`src/bpa_pkg.sv`:
```
// Shared constants, status codes and helper functions for the buddy page allocator.
package bpa_pkg;

  // Default pool geometry.
  localparam int DEF_POOL_PAGES = 1024;
  localparam int DEF_MAX_ORDER  = 10;

  // Field widths of the item channels and the configuration port.
  localparam int REQ_W  = 11;
  localparam int OFF_W  = 10;
  localparam int STAT_W = 2;
  localparam int CFG_W  = 4;

  // Width of an order value and of one block map entry.
  localparam int ORD_W = 5;
  localparam int ENT_W = 5;

  // Request kinds.
  localparam logic REQ_ALLOC = 1'b0;
  localparam logic REQ_FREE  = 1'b1;

  // Result status codes.
  localparam logic [STAT_W-1:0] ST_OK    = 2'd0;
  localparam logic [STAT_W-1:0] ST_NOFIT = 2'd1;
  localparam logic [STAT_W-1:0] ST_BAD   = 2'd2;

  // Log2 of the smallest power of two not below n, for n of one or more.
  function automatic logic [ORD_W-1:0] round_log(input logic [REQ_W-1:0] n);
    logic [REQ_W-1:0] m;
    logic [ORD_W-1:0] r;
    m = n - REQ_W'(1);
    r = '0;
    for (int i = 0; i < REQ_W; i++) begin
      if (m[i]) begin
        r = ORD_W'(i + 1);
      end
    end
    return r;
  endfunction

endpackage

```
`src/bpa_if.sv`:
```
// Request and result channel interfaces of the buddy page allocator.
interface bpa_in_if
  import bpa_pkg::*;
  ();
  logic             valid;
  logic             ready;
  logic             req_type;
  logic [REQ_W-1:0] request_pages;
  logic [OFF_W-1:0] block_offset;

  modport source (output valid, req_type, request_pages, block_offset, input ready);
  modport sink   (input valid, req_type, request_pages, block_offset, output ready);
endinterface

interface bpa_out_if
  import bpa_pkg::*;
  ();
  logic              valid;
  logic              ready;
  logic [STAT_W-1:0] status;
  logic [OFF_W-1:0]  granted_offset;
  logic [REQ_W-1:0]  granted_pages;
  logic [REQ_W-1:0]  avail_pages;

  modport source (output valid, status, granted_offset, granted_pages, avail_pages,
                  input ready);
  modport sink   (input valid, status, granted_offset, granted_pages, avail_pages,
                  output ready);
endinterface

```
`src/bpa_ctrl.sv`:
```
// Sequencer of the buddy allocator: clearing, scan, split and merge over the block map.
module bpa_ctrl
  import bpa_pkg::*;
#(
  parameter int POOL_PAGES = DEF_POOL_PAGES,
  parameter int MAX_ORDER  = DEF_MAX_ORDER,
  parameter int AW         = $clog2(DEF_POOL_PAGES)
) (
  input  logic             clk,
  input  logic             rst_n,
  bpa_in_if.sink           in_req,
  bpa_out_if.source        out_rsp,
  input  logic             cfg_we,
  input  logic [CFG_W-1:0] cfg_wdata,
  output logic             mem_we,
  output logic [AW-1:0]    mem_waddr,
  output logic [ENT_W-1:0] mem_wdata,
  output logic             mem_re,
  output logic [AW-1:0]    mem_raddr,
  input  logic [ENT_W-1:0] mem_rdata
);

  localparam int CW       = $clog2(POOL_PAGES + 1);
  localparam int WW       = ((CW > REQ_W) ? CW : REQ_W) + 1;
  localparam int PLOG_MAX = $clog2(POOL_PAGES + 1) - 1;
  localparam int RST_LOG  = (MAX_ORDER < PLOG_MAX) ? MAX_ORDER : PLOG_MAX;

  typedef enum logic [2:0] {
    S_CLEAR, S_IDLE, S_SCAN, S_SPLIT, S_MREAD, S_MCHK, S_DONE
  } state_t;

  state_t            state_r, state_nxt;
  logic [ORD_W-1:0]  pool_log_r, pool_log_nxt;
  logic [CW-1:0]     free_cnt_r, free_cnt_nxt;
  logic [AW-1:0]     clr_a_r, clr_a_nxt;
  logic              typ_r, typ_nxt;
  logic [ORD_W-1:0]  need_r, need_nxt;
  logic [AW-1:0]     off_r, off_nxt;
  logic [AW-1:0]     rd_a_r, rd_a_nxt;
  logic              iss_r, iss_nxt;
  logic              pend_r, pend_nxt;
  logic [AW-1:0]     pend_a_r, pend_a_nxt;
  logic              found_r, found_nxt;
  logic [AW-1:0]     best_r, best_nxt;
  logic [ORD_W-1:0]  best_ord_r, best_ord_nxt;
  logic              ovl_r, ovl_nxt;
  logic [ORD_W-1:0]  cur_ord_r, cur_ord_nxt;
  logic [AW-1:0]     head_r, head_nxt;
  logic [STAT_W-1:0] res_st_r, res_st_nxt;
  logic [OFF_W-1:0]  res_off_r, res_off_nxt;
  logic [REQ_W-1:0]  res_pg_r, res_pg_nxt;
  logic              out_valid_r, out_valid_nxt;
  logic [STAT_W-1:0] out_st_r, out_st_nxt;
  logic [OFF_W-1:0]  out_off_r, out_off_nxt;
  logic [REQ_W-1:0]  out_pg_r, out_pg_nxt;
  logic [REQ_W-1:0]  out_free_r, out_free_nxt;

  logic [ORD_W-1:0]  cfg_log;
  logic [ORD_W-1:0]  in_need;
  logic [WW-1:0]     pool_size_w, pool_size_m1, in_size_w, in_off_w;
  logic              in_bad;
  logic [AW-1:0]     last_a;
  logic [ORD_W-1:0]  c_ord;
  logic [WW-1:0]     h_w, len_w, off_w, size_w, off_end_w, split_a_w, best_w, free_w;
  logic              cand_ok, ovl_hit;
  logic              f_n, o_n;
  logic [AW-1:0]     b_n;
  logic [ORD_W-1:0]  bo_n;
  logic [ORD_W-1:0]  ord_m1;
  logic [AW-1:0]     buddy_a;
  logic              in_ready;

  // Effective pool order of a configuration write.
  always_comb begin
    cfg_log = ORD_W'(cfg_wdata);
    if (cfg_log > ORD_W'(MAX_ORDER)) begin
      cfg_log = ORD_W'(MAX_ORDER);
    end
    if (cfg_log > ORD_W'(PLOG_MAX)) begin
      cfg_log = ORD_W'(PLOG_MAX);
    end
  end

  // Request checks that need no memory access.
  assign in_need      = round_log(in_req.request_pages);
  assign pool_size_w  = WW'(1) << pool_log_r;
  assign pool_size_m1 = pool_size_w - WW'(1);
  assign last_a       = pool_size_m1[AW-1:0];
  assign in_size_w    = WW'(1) << in_need;
  assign in_off_w     = WW'(in_req.block_offset);
  assign in_bad = (in_req.request_pages == '0) || (in_need > pool_log_r) ||
                  ((in_req.req_type == REQ_FREE) &&
                   (((in_off_w & (in_size_w - WW'(1))) != '0) ||
                    (in_off_w + in_size_w > pool_size_w)));

  // Scan datapath: fit test and overlap test on the entry just read.
  assign c_ord     = mem_rdata - ENT_W'(1);
  assign h_w       = WW'(pend_a_r);
  assign len_w     = WW'(1) << c_ord;
  assign off_w     = WW'(off_r);
  assign size_w    = WW'(1) << need_r;
  assign off_end_w = off_w + size_w;
  assign cand_ok   = (mem_rdata != '0) && (c_ord >= need_r) &&
                     (!found_r || (c_ord < best_ord_r));
  assign ovl_hit   = (mem_rdata != '0) && (h_w < off_end_w) && (off_w < h_w + len_w);
  assign f_n       = found_r | (pend_r & cand_ok);
  assign b_n       = (pend_r && cand_ok) ? pend_a_r : best_r;
  assign bo_n      = (pend_r && cand_ok) ? c_ord : best_ord_r;
  assign o_n       = ovl_r | (pend_r & ovl_hit);

  // Split and merge addresses.
  assign ord_m1    = cur_ord_r - ORD_W'(1);
  assign best_w    = WW'(best_r);
  assign split_a_w = best_w + (WW'(1) << ord_m1);
  assign buddy_a   = head_r ^ AW'(WW'(1) << cur_ord_r);
  assign free_w    = WW'(free_cnt_r);

  assign in_ready      = (state_r == S_IDLE) && !cfg_we;
  assign in_req.ready  = in_ready;

  assign out_rsp.valid          = out_valid_r;
  assign out_rsp.status         = out_st_r;
  assign out_rsp.granted_offset = out_off_r;
  assign out_rsp.granted_pages  = out_pg_r;
  assign out_rsp.avail_pages    = out_free_r;

  // Next-state logic of the sequencer.
  always_comb begin
    state_nxt    = state_r;
    pool_log_nxt = pool_log_r;
    free_cnt_nxt = free_cnt_r;
    clr_a_nxt    = clr_a_r;
    typ_nxt      = typ_r;
    need_nxt     = need_r;
    off_nxt      = off_r;
    rd_a_nxt     = rd_a_r;
    iss_nxt      = iss_r;
    pend_nxt     = 1'b0;
    pend_a_nxt   = pend_a_r;
    found_nxt    = found_r;
    best_nxt     = best_r;
    best_ord_nxt = best_ord_r;
    ovl_nxt      = ovl_r;
    cur_ord_nxt  = cur_ord_r;
    head_nxt     = head_r;
    res_st_nxt   = res_st_r;
    res_off_nxt  = res_off_r;
    res_pg_nxt   = res_pg_r;
    out_valid_nxt = out_valid_r && !out_rsp.ready;
    out_st_nxt   = out_st_r;
    out_off_nxt  = out_off_r;
    out_pg_nxt   = out_pg_r;
    out_free_nxt = out_free_r;
    mem_we    = 1'b0;
    mem_waddr = '0;
    mem_wdata = '0;
    mem_re    = 1'b0;
    mem_raddr = '0;

    case (state_r)
      // Sweep the whole map, leaving one free block of pool size at entry zero.
      S_CLEAR: begin
        mem_we    = 1'b1;
        mem_waddr = clr_a_r;
        mem_wdata = (clr_a_r == '0) ? ENT_W'(pool_log_r + ORD_W'(1)) : '0;
        clr_a_nxt = clr_a_r + AW'(1);
        if (clr_a_r == AW'(POOL_PAGES - 1)) begin
          state_nxt = S_IDLE;
        end
      end

      // Take a request; malformed ones are answered without touching the map.
      S_IDLE: begin
        if (in_req.valid && in_ready) begin
          typ_nxt  = in_req.req_type;
          need_nxt = in_need;
          off_nxt  = in_off_w[AW-1:0];
          if (in_bad) begin
            res_st_nxt  = ST_BAD;
            res_off_nxt = '0;
            res_pg_nxt  = '0;
            state_nxt   = S_DONE;
          end else begin
            rd_a_nxt  = '0;
            iss_nxt   = 1'b1;
            found_nxt = 1'b0;
            ovl_nxt   = 1'b0;
            state_nxt = S_SCAN;
          end
        end
      end

      // Read every entry of the pool once, one per cycle.
      S_SCAN: begin
        if (iss_r) begin
          mem_re     = 1'b1;
          mem_raddr  = rd_a_r;
          pend_nxt   = 1'b1;
          pend_a_nxt = rd_a_r;
          rd_a_nxt   = rd_a_r + AW'(1);
          if (rd_a_r == last_a) begin
            iss_nxt = 1'b0;
          end
        end
        found_nxt    = f_n;
        best_nxt     = b_n;
        best_ord_nxt = bo_n;
        ovl_nxt      = o_n;
        if (pend_r && (pend_a_r == last_a)) begin
          if (typ_r == REQ_ALLOC) begin
            if (!f_n) begin
              res_st_nxt  = ST_NOFIT;
              res_off_nxt = '0;
              res_pg_nxt  = '0;
              state_nxt   = S_DONE;
            end else begin
              cur_ord_nxt = bo_n;
              state_nxt   = S_SPLIT;
            end
          end else begin
            if (o_n) begin
              res_st_nxt  = ST_BAD;
              res_off_nxt = '0;
              res_pg_nxt  = '0;
              state_nxt   = S_DONE;
            end else begin
              free_cnt_nxt = free_cnt_r + size_w[CW-1:0];
              head_nxt     = off_r;
              cur_ord_nxt  = need_r;
              res_st_nxt   = ST_OK;
              res_off_nxt  = off_w[OFF_W-1:0];
              res_pg_nxt   = size_w[REQ_W-1:0];
              state_nxt    = S_MREAD;
            end
          end
        end
      end

      // Split the chosen block one order per cycle; upper halves go free.
      S_SPLIT: begin
        mem_we = 1'b1;
        if (cur_ord_r > need_r) begin
          mem_waddr   = split_a_w[AW-1:0];
          mem_wdata   = ENT_W'(cur_ord_r);
          cur_ord_nxt = ord_m1;
        end else begin
          mem_waddr    = best_r;
          mem_wdata    = '0;
          free_cnt_nxt = free_cnt_r - size_w[CW-1:0];
          res_st_nxt   = ST_OK;
          res_off_nxt  = best_w[OFF_W-1:0];
          res_pg_nxt   = size_w[REQ_W-1:0];
          state_nxt    = S_DONE;
        end
      end

      // Read the buddy, or store the merged block once it spans the whole pool.
      S_MREAD: begin
        if (cur_ord_r < pool_log_r) begin
          mem_re    = 1'b1;
          mem_raddr = buddy_a;
          state_nxt = S_MCHK;
        end else begin
          mem_we    = 1'b1;
          mem_waddr = head_r;
          mem_wdata = ENT_W'(cur_ord_r + ORD_W'(1));
          state_nxt = S_DONE;
        end
      end

      // Merge with a free buddy of equal size, or store the block as it is.
      S_MCHK: begin
        mem_we = 1'b1;
        if (mem_rdata == ENT_W'(cur_ord_r + ORD_W'(1))) begin
          mem_waddr   = buddy_a;
          mem_wdata   = '0;
          cur_ord_nxt = cur_ord_r + ORD_W'(1);
          if (buddy_a < head_r) begin
            head_nxt = buddy_a;
          end
          state_nxt = S_MREAD;
        end else begin
          mem_waddr = head_r;
          mem_wdata = ENT_W'(cur_ord_r + ORD_W'(1));
          state_nxt = S_DONE;
        end
      end

      // Hand the result to the output register once it is free.
      S_DONE: begin
        if (!out_valid_r || out_rsp.ready) begin
          out_valid_nxt = 1'b1;
          out_st_nxt    = res_st_r;
          out_off_nxt   = res_off_r;
          out_pg_nxt    = res_pg_r;
          out_free_nxt  = free_w[REQ_W-1:0];
          state_nxt     = S_IDLE;
        end
      end

      default: begin
        state_nxt = S_CLEAR;
        clr_a_nxt = '0;
      end
    endcase

    // A new pool size rebuilds the map from scratch.
    if (cfg_we) begin
      pool_log_nxt = cfg_log;
      free_cnt_nxt = CW'(1) << cfg_log;
      clr_a_nxt    = '0;
      state_nxt    = S_CLEAR;
    end
  end

  // State and registered outputs.
  always_ff @(posedge clk) begin
    if (!rst_n) begin
      state_r     <= S_CLEAR;
      pool_log_r  <= ORD_W'(RST_LOG);
      free_cnt_r  <= CW'(1) << RST_LOG;
      clr_a_r     <= '0;
      iss_r       <= 1'b0;
      pend_r      <= 1'b0;
      out_valid_r <= 1'b0;
    end else begin
      state_r     <= state_nxt;
      pool_log_r  <= pool_log_nxt;
      free_cnt_r  <= free_cnt_nxt;
      clr_a_r     <= clr_a_nxt;
      iss_r       <= iss_nxt;
      pend_r      <= pend_nxt;
      out_valid_r <= out_valid_nxt;
    end
    typ_r      <= typ_nxt;
    need_r     <= need_nxt;
    off_r      <= off_nxt;
    rd_a_r     <= rd_a_nxt;
    pend_a_r   <= pend_a_nxt;
    found_r    <= found_nxt;
    best_r     <= best_nxt;
    best_ord_r <= best_ord_nxt;
    ovl_r      <= ovl_nxt;
    cur_ord_r  <= cur_ord_nxt;
    head_r     <= head_nxt;
    res_st_r   <= res_st_nxt;
    res_off_r  <= res_off_nxt;
    res_pg_r   <= res_pg_nxt;
    out_st_r   <= out_st_nxt;
    out_off_r  <= out_off_nxt;
    out_pg_r   <= out_pg_nxt;
    out_free_r <= out_free_nxt;
  end

  // The free count never exceeds the pool.
  a_free_le_pool: assert property (@(posedge clk) disable iff (!rst_n)
    free_w <= pool_size_w)
    else $error("free page count exceeds pool size");

  // Splitting never goes below the requested order.
  a_split_order: assert property (@(posedge clk) disable iff (!rst_n)
    (state_r == S_SPLIT) |-> (cur_ord_r >= need_r))
    else $error("split went below requested order");

  // A failed request reports neither offset nor size.
  a_fail_zero: assert property (@(posedge clk) disable iff (!rst_n)
    (out_valid_r && (out_st_r != ST_OK)) |-> ((out_off_r == '0) && (out_pg_r == '0)))
    else $error("failed request reports a grant");

  // A buddy check always follows its buddy read.
  a_mchk_after_read: assert property (@(posedge clk) disable iff (!rst_n)
    (state_r == S_MCHK) |-> ($past(state_r) == S_MREAD))
    else $error("buddy check without buddy read");

endmodule

```
`src/flat_wrapper.sv`:
```
// flat-port wrapper written by rule: the top's interface ports become plain ports
module bpa_ctrl_flat import bpa_pkg::*;
#(
  parameter int POOL_PAGES = DEF_POOL_PAGES,
  parameter int MAX_ORDER  = DEF_MAX_ORDER,
  parameter int AW         = $clog2(DEF_POOL_PAGES)
)
  (clk, rst_n, cfg_we, cfg_wdata, mem_we, mem_waddr, mem_wdata, mem_re, mem_raddr, mem_rdata, in_req_valid, in_req_req_type, in_req_request_pages, in_req_block_offset, in_req_ready, out_rsp_valid, out_rsp_status, out_rsp_granted_offset, out_rsp_granted_pages, out_rsp_avail_pages, out_rsp_ready);
  bpa_in_if in_req_i ();
  bpa_out_if out_rsp_i ();
  input  logic clk;
  input  logic rst_n;
  input  logic cfg_we;
  input  logic [CFG_W-1:0] cfg_wdata;
  output logic mem_we;
  output logic [AW-1:0] mem_waddr;
  output logic [ENT_W-1:0] mem_wdata;
  output logic mem_re;
  output logic [AW-1:0] mem_raddr;
  input  logic [ENT_W-1:0] mem_rdata;
  input wire logic [$bits(in_req_i.valid)-1:0] in_req_valid;
  input wire logic [$bits(in_req_i.req_type)-1:0] in_req_req_type;
  input wire logic [$bits(in_req_i.request_pages)-1:0] in_req_request_pages;
  input wire logic [$bits(in_req_i.block_offset)-1:0] in_req_block_offset;
  output wire logic [$bits(in_req_i.ready)-1:0] in_req_ready;
  output wire logic [$bits(out_rsp_i.valid)-1:0] out_rsp_valid;
  output wire logic [$bits(out_rsp_i.status)-1:0] out_rsp_status;
  output wire logic [$bits(out_rsp_i.granted_offset)-1:0] out_rsp_granted_offset;
  output wire logic [$bits(out_rsp_i.granted_pages)-1:0] out_rsp_granted_pages;
  output wire logic [$bits(out_rsp_i.avail_pages)-1:0] out_rsp_avail_pages;
  input wire logic [$bits(out_rsp_i.ready)-1:0] out_rsp_ready;
  assign in_req_i.valid = in_req_valid;
  assign in_req_i.req_type = in_req_req_type;
  assign in_req_i.request_pages = in_req_request_pages;
  assign in_req_i.block_offset = in_req_block_offset;
  assign in_req_ready = in_req_i.ready;
  assign out_rsp_valid = out_rsp_i.valid;
  assign out_rsp_status = out_rsp_i.status;
  assign out_rsp_granted_offset = out_rsp_i.granted_offset;
  assign out_rsp_granted_pages = out_rsp_i.granted_pages;
  assign out_rsp_avail_pages = out_rsp_i.avail_pages;
  assign out_rsp_i.ready = out_rsp_ready;
  bpa_ctrl #(.POOL_PAGES(POOL_PAGES), .MAX_ORDER(MAX_ORDER), .AW(AW)) u_core (.clk(clk), .rst_n(rst_n), .in_req(in_req_i), .out_rsp(out_rsp_i), .cfg_we(cfg_we), .cfg_wdata(cfg_wdata), .mem_we(mem_we), .mem_waddr(mem_waddr), .mem_wdata(mem_wdata), .mem_re(mem_re), .mem_raddr(mem_raddr), .mem_rdata(mem_rdata));
endmodule
```
`config.mk`:
```
export PLATFORM = sky130hd
export DESIGN_NAME = bpa_ctrl_flat
export DESIGN_NICKNAME = d
export VERILOG_FILES = /design/src/bpa_pkg.sv /design/src/bpa_if.sv /design/src/bpa_ctrl.sv /design/src/flat_wrapper.sv
export SDC_FILE = /design/constraint.sdc
export NUM_CORES = 1
export LEC_CHECK = 0
export BUFFER_PORTS_ARGS = -buffer_cell sky130_fd_sc_hd__buf_2
export CORE_UTILIZATION = 62
export CTS_CLUSTER_DIAMETER = 60
export DETAILED_ROUTE_END_ITERATION = 8
export PLACE_DENSITY = 0.82
export SLEW_MARGIN = 20
export SYNTH_ARGS = -nofsm -noshare
export SYNTH_HDL_FRONTEND = slang
export SYNTH_SLANG_ARGS = --single-unit
```
`constraint.sdc`:
```
create_clock -name clk -period 9.3 [get_ports clk]
set_clock_uncertainty 0.1 [all_clocks]
set_input_delay 0.465 -clock clk [delete_from_list [all_inputs] [get_ports clk]]
set_output_delay 0.465 -clock clk [all_outputs]
set_load 0.05 [all_outputs]
```
* Yosys cells after proc, flatten, opt, wreduce, memory -nomap -nowiden
Cells that the tools add are included.
W data, S select, Z words.
** Cells by class
- $add $sub $neg :: 15
- Order comparisons :: 11
- Equality and inequality tests :: 30
- Shift-type cells :: 7
- Mux-type cells :: 102
- Bitwise operators :: 7
- Reductions and logical operators :: 44
** Operators with widths (count)
- $mux W10 :: 20
- $mux W11 :: 12
- $pmux W10 S2 :: 4
- $mux W5 :: 12
- $pmux W10 S4 :: 1
- $add A10 B12 Y12 :: 3
- $mux W3 :: 12
- $shl A1 B5 Y12 const A :: 3
- $pmux W11 S3 :: 1
- $pmux W10 S3 :: 1
- $lt A10 B12 Y1 :: 2
- $mux W2 :: 12
- $pmux W11 S2 :: 1
- $pmux W3 S7 :: 1
- $add A10 B1 Y10 const B :: 2
- $eq A10 B10 Y1 :: 2
- $mux W4 :: 5
- $pmux W5 S4 :: 1
- $shl A1 B5 Y10 const A :: 2
- $ne A2 B1 Y1 const B :: 9
- $reduce_and A6 Y1 :: 3
- $pmux W5 S3 :: 1
- $and A10 B12 Y12 :: 1
- $gt A12 B12 Y1 :: 1
- 49 further kinds :: 104
** Storage, ports and cells
- Flip-flop bits (word level) :: 157

* Depth between registers and ports, before layout
- Depth in word-level cells :: 22
- Gate-level depth with buffers :: 32
- Mapped depth without buffers :: 30

* Worst setup path after synthesis
Ideal clock, no wire load.
- Path type :: input-to-reg
- Start :: input in_req_request_pages[0]
- End :: register u_core.rd_a_r[0], enable pin
- Setup time :: 0.380 ns
- Arrival time :: 6.398 ns
- Data required time :: 8.820 ns
- Slack :: 2.422 ns
- Stages on the path :: 32
- Path buffers :: 2
- Path through :: clkbuf_1 inv_1 ha_1 clkbuf_1 o21bai_1 a211oi_1 a21o_1 o21ai_0 a21oi_1 inv_1 or3_1 inv_1 ha_1 a21o_1 a21oi_1 o21bai_1 a21oi_1 o21bai_1 a21oi_1 nor2b_1 nor4_1 nor3_1 ha_1 a21o_1 a21o_1 a21oi_1 nand2_1 o21a_1 a2111oi_0 nand4_1 nor2b_1 a21oi_1
** Between the ends
- Elaborated cells between the ends (all ways) :: 26
- Classes of those cells :: 3 x add/sub; 2 x order compare; 1 x eq/ne; 1 x shift; 11 x mux; 1 x bitwise; 7 x reduce/logical
** RTL lines
- start, declared :: line flat_wrapper.sv:23 : input wire logic [$bits(in_req_i.request_pages)-1:0] in_req_request_pages;
- $sub A11 B1 Y11 (*) :: line bpa_pkg.sv:31 : m = n - REQ_W'(1);
- $mux W2 (2 in a row) :: line bpa_pkg.sv:34 : if (m[i]) begin
- $mux W3 (4 in a row) :: line bpa_pkg.sv:34
- $mux W4 (3 in a row) :: line bpa_pkg.sv:34
- $mux W4 (*) :: line bpa_pkg.sv:34
- named net u_core.in_need[1] :: line bpa_ctrl.sv:59 : logic [ORD_W-1:0] in_need;
- branches (longest 6 deep; another with $add A10 B12 Y12)
- $logic_or A1 B1 Y1 (*) :: line bpa_ctrl.sv:91 : assign in_bad = (in_req.request_pages == '0) || (in_need > pool_log_r) ||
- $ne A2 B2 Y1 (no source line) (*)
- $reduce_and A4 Y1 (no source line) (*)
- end signal, assigned :: line bpa_ctrl.sv:338 : rd_a_r <= rd_a_nxt;
- end, declared :: line bpa_ctrl.sv:39 : logic [AW-1:0] rd_a_r, rd_a_nxt;
Mark *: on every way through the listed nets, which the timed path passes.
A chain may end at the register's enable or synchronous reset.

* Final worst setup path
- Start :: input in_req_request_pages[0]
- End :: register u_core.rd_a_r[3], enable pin
** Between the ends
- Cells in the longest elaborated chain, start to end :: 21
- Elaborated cells between the ends (all ways) :: 26
- Classes of those cells :: 3 x add/sub; 2 x order compare; 1 x eq/ne; 1 x shift; 11 x mux; 1 x bitwise; 7 x reduce/logical
** Ends and longest elaborated chain (line)
- $sub A11 B1 Y11 (*) :: bpa_pkg.sv:31
- $mux W1 :: bpa_pkg.sv:34
- $mux W2 (2 in a row) :: bpa_pkg.sv:34
- $mux W3 (4 in a row) :: bpa_pkg.sv:34
- $mux W4 (3 in a row) :: bpa_pkg.sv:34
- $mux W4 (*) :: bpa_pkg.sv:34
- named net u_core.in_need[0] :: bpa_ctrl.sv:59
- branches (longest 6 deep; another with $add A10 B12 Y12)
- $logic_or A1 B1 Y1 (*) :: bpa_ctrl.sv:91
- $ne A2 B2 Y1 (no source line) (*)
- $reduce_and A4 Y1 (no source line) (*)
Marked as above.

==> results.cfg <==
[critical_path]
worst_path_max_delay_cell = a21oi_1
critical_path_required_ns = 9.26
critPathKind = input pin to flip-flop
cpMostUsedCell = a21oi_1
cp-start-kind = input pin
end_kind = flip-flop
cp.arrival_ns = 7.42
max_stage_delay_ns = 0.76
worst-path-max-fanout = 13
worstRegToRegCells = 19

[clock_network]
cts_hold_buf = 0
h-tree-depth = 4
cts_made_buffers = 17
cts.repair.resized = 0
cts_tree = built
clk_path_buf_depth = 2
clock_latency_ns = 0.43
post_cts_buffers = 0
clkSinkCount = 155
clk_transition_reported_paths_ns = 0.07
cts_root_buf = clkbuf_16

[logic_synthesis]
netlist_area_sq_um = 12400
ys_seq_elements = 155
seq_area_frac_synth_pct = 35.1
synth_edf_count = 124
yosys_warnings = 0
synth.avg_cell_area_sq_um = 9.07
yosysTopAreaCell = edfxtp_1
synth.distinct_cells = 85
synth_area_leaders = edfxtp_1, ha_1, dfxtp_1, xnor2_1, nor2_1
ys_dominant_reg_cell = edfxtp_1
synth_top_area_share_pct = 30.0
syn_inst = 1366
ys_async_sr_fraction_pct = 0
syn_nets = 1541

[cells_and_area]
fin_cells = 1710
area_growth_pct = 10.3
fillerInstances = 1537
drive_gt1_share_pct = 11.5
fin_util_pct = 70.0
nets = 1607
diodes = 0

[global_routing]
grt_overflow = 0
grt_pass1_vias = 9861
antenna_found_initial = 1
grt_usage_pct = 34.3
grt_max_degree = 35
grt_pass1_wl_um = 53100

[drt]
met1_length_um = 14100
top_layer = met5
wl_met3_um = 3920
routed_via_density = 6.51
drtIter0Drc = 1317
met2_wirelength_um = 14800
antenna_left = 0
avgRoutedWirePerCell_um = 20.0
wirelength_um = 34300
remaining_drc_errors = 0
drtPass1Iterations = 7
via_count = 11100

[run]
drv_cap = 0

[floorplan]
dieArea_sq_um = 20600
initial_core_util_pct = 63.5
dieHeight_um = 143
std_cell_rows = 51
dieWidth_um = 143
core_area_sq_um = 19500
ios = 99

[power]
peakVddDrop_v = 0.000128
p_leak_nw = 5.49
power_density_nw_per_um2 = 122

[placement]
dp.cells = 1678
io_buffers = 98
dpl.hpwl_um = 25700
gp_congestion = 1.02

[sta]
worstMarginPinSlew_ns = 1.05
timing.final.hold_violations = 0
setup_viol_count_final = 0
relSlewSlack_pct = 30.0
min_period_over_period_pct = 80.2
period_minus_slack_ns = 7.46
clock.fmax_mhz = 134
slew_viol_final = 0
final.setup.tns_ns = 0
grt_setup_unrepaired = false

[outcome]
status = completed

[worst_hold_path]
hp-class = input pin to flip-flop
min_path_cells = 1
cell usage after synthesis, types with 14 or more instances:
| master | count |
|---|---|
| o21ai_0 | 78 |
| and2_1 | 15 |
| a21o_1 | 21 |
| nand3_1 | 32 |
| nor2b_1 | 30 |
| a21oi_1 | 77 |
| o21a_1 | 26 |
| nand2_1 | 113 |
| dfxtp_1 | 31 |
| nor2_1 | 124 |
| inv_1 | 68 |
| clkbuf_1 | 46 |
| and3_1 | 14 |
| xnor2_1 | 62 |
| a31oi_1 | 14 |
| nand2b_1 | 16 |
| or3_1 | 15 |
| nand4_1 | 19 |
| edfxtp_1 | 124 |
| ha_1 | 134 |
| nor3_1 | 43 |
| xor2_1 | 32 |
area by class of cell:
class | count | area [sq um] | area share, %
well taps | 265 | 332 | 2.43
clock inverters | 12 | 129 | 0.943
flip-flops and latches | 155 | 4340 | 31.8
clock buffers | 20 | 500 | 3.66
multi-input cells | 1078 | 7540 | 55.2
repair buffers | 105 | 543 | 3.97
inverters | 75 | 282 | 2.06
layout by cell type, fill, tap and decap left out, types with 16 or more instances in the layout:
cell         n
nand2_1    113
dfxtp_1     31
a21o_1      21
a21oi_1     77
clkbuf_16   20
o21a_1      26
nor2_1     123
xor2_1      32
ha_1       134
buf_2       98
edfxtp_1   124
nor3_1      43
nor2b_1     29
nand3_1     32
o21ai_0     78
nand4_1     19
xnor2_1     62
inv_1       68
nand2b_1    16
cell families after synthesis:
family	after synthesis	share of synthesized area, %
xor+xnor	95	6.77
mux	12	1.02
compound gates	372	20.4
fa+ha+maj	139	14.3
buf+inv	133	4.18
flops	155	35.1
simple gates	460	18.3
layer usage:
layer | GRT usage, % | up-vias
met3 | 8.06 | 96
met4 | 15.8 | 2
met2 | 51.2 | 662
met5 | 0 | -
met1 | 47.0 | 5191
li1 | - | 5187
metrics by stage:
step	hold WS (ns)	total power [mW]	instance area (sq um)	setup slack [ns]
6_report	0.158	1.67	13700	1.84
4_1_cts	0.138	1.68	13700	1.95
3_3_place_gp	0.303	0.950	13000	1.76
3_5_place_dp	0.305	0.954	13000	1.51
2_1_floorplan	0.300	0.904	12400	2.42
5_1_grt	0.147	1.73	13700	1.29
registers in the layout, summed over array words and instances (netlist names), 3 cells and up:
name / count
u_core.free_cnt_r: 11
u_core.out_rsp.avail_pages: 11
u_core.out_rsp.granted_pages: 11
u_core.res_pg_r: 11
u_core.best_r: 10
u_core.clr_a_r: 10
u_core.head_r: 10
u_core.off_r: 10
u_core.out_rsp.granted_offset: 10
u_core.pend_a_r: 10
u_core.rd_a_r: 10
u_core.res_off_r: 10
u_core.best_ord_r: 5
u_core.cur_ord_r: 5
u_core.need_r: 4
u_core.pool_log_r: 4
u_core.state_r: 3
worst paths after layout:
kind,from,slack (ns),to
max,in_req_request_pages[0],1.84,u_core.rd_a_r[3]$_SDFFCE_PN0P_
min,in_req_req_type,0.16,u_core.typ_r$_DFFE_PP_
max reg2reg,u_core.need_r[1]$_DFFE_PP_,3.30,u_core.res_pg_r[5]$_DFFE_PP_
min reg2reg,u_core.res_pg_r[5]$_DFFE_PP_,0.32,u_core.out_rsp.granted_pages[5]$_DFFE_PP_
critical path, delay by kind of cell:
| kind | cells | cell delay, ns |
|---|---|---|
| compound gates | 13 | 3.37 |
| xor+xnor | 1 | 0.21 |
| fa+ha+maj | 3 | 0.87 |
| buf+inv | 5 | 0.70 |
| simple gates | 9 | 1.78 |
power breakdown:
part	internal (mW)	switching [mW]	total [mW]
Sequential	0.745	0.00786	0.753
Clock	0.428	0.302	0.730
Combinational	0.0744	0.118	0.192
Total	1.25	0.428	1.67
(Power assumes the default switching activity.)
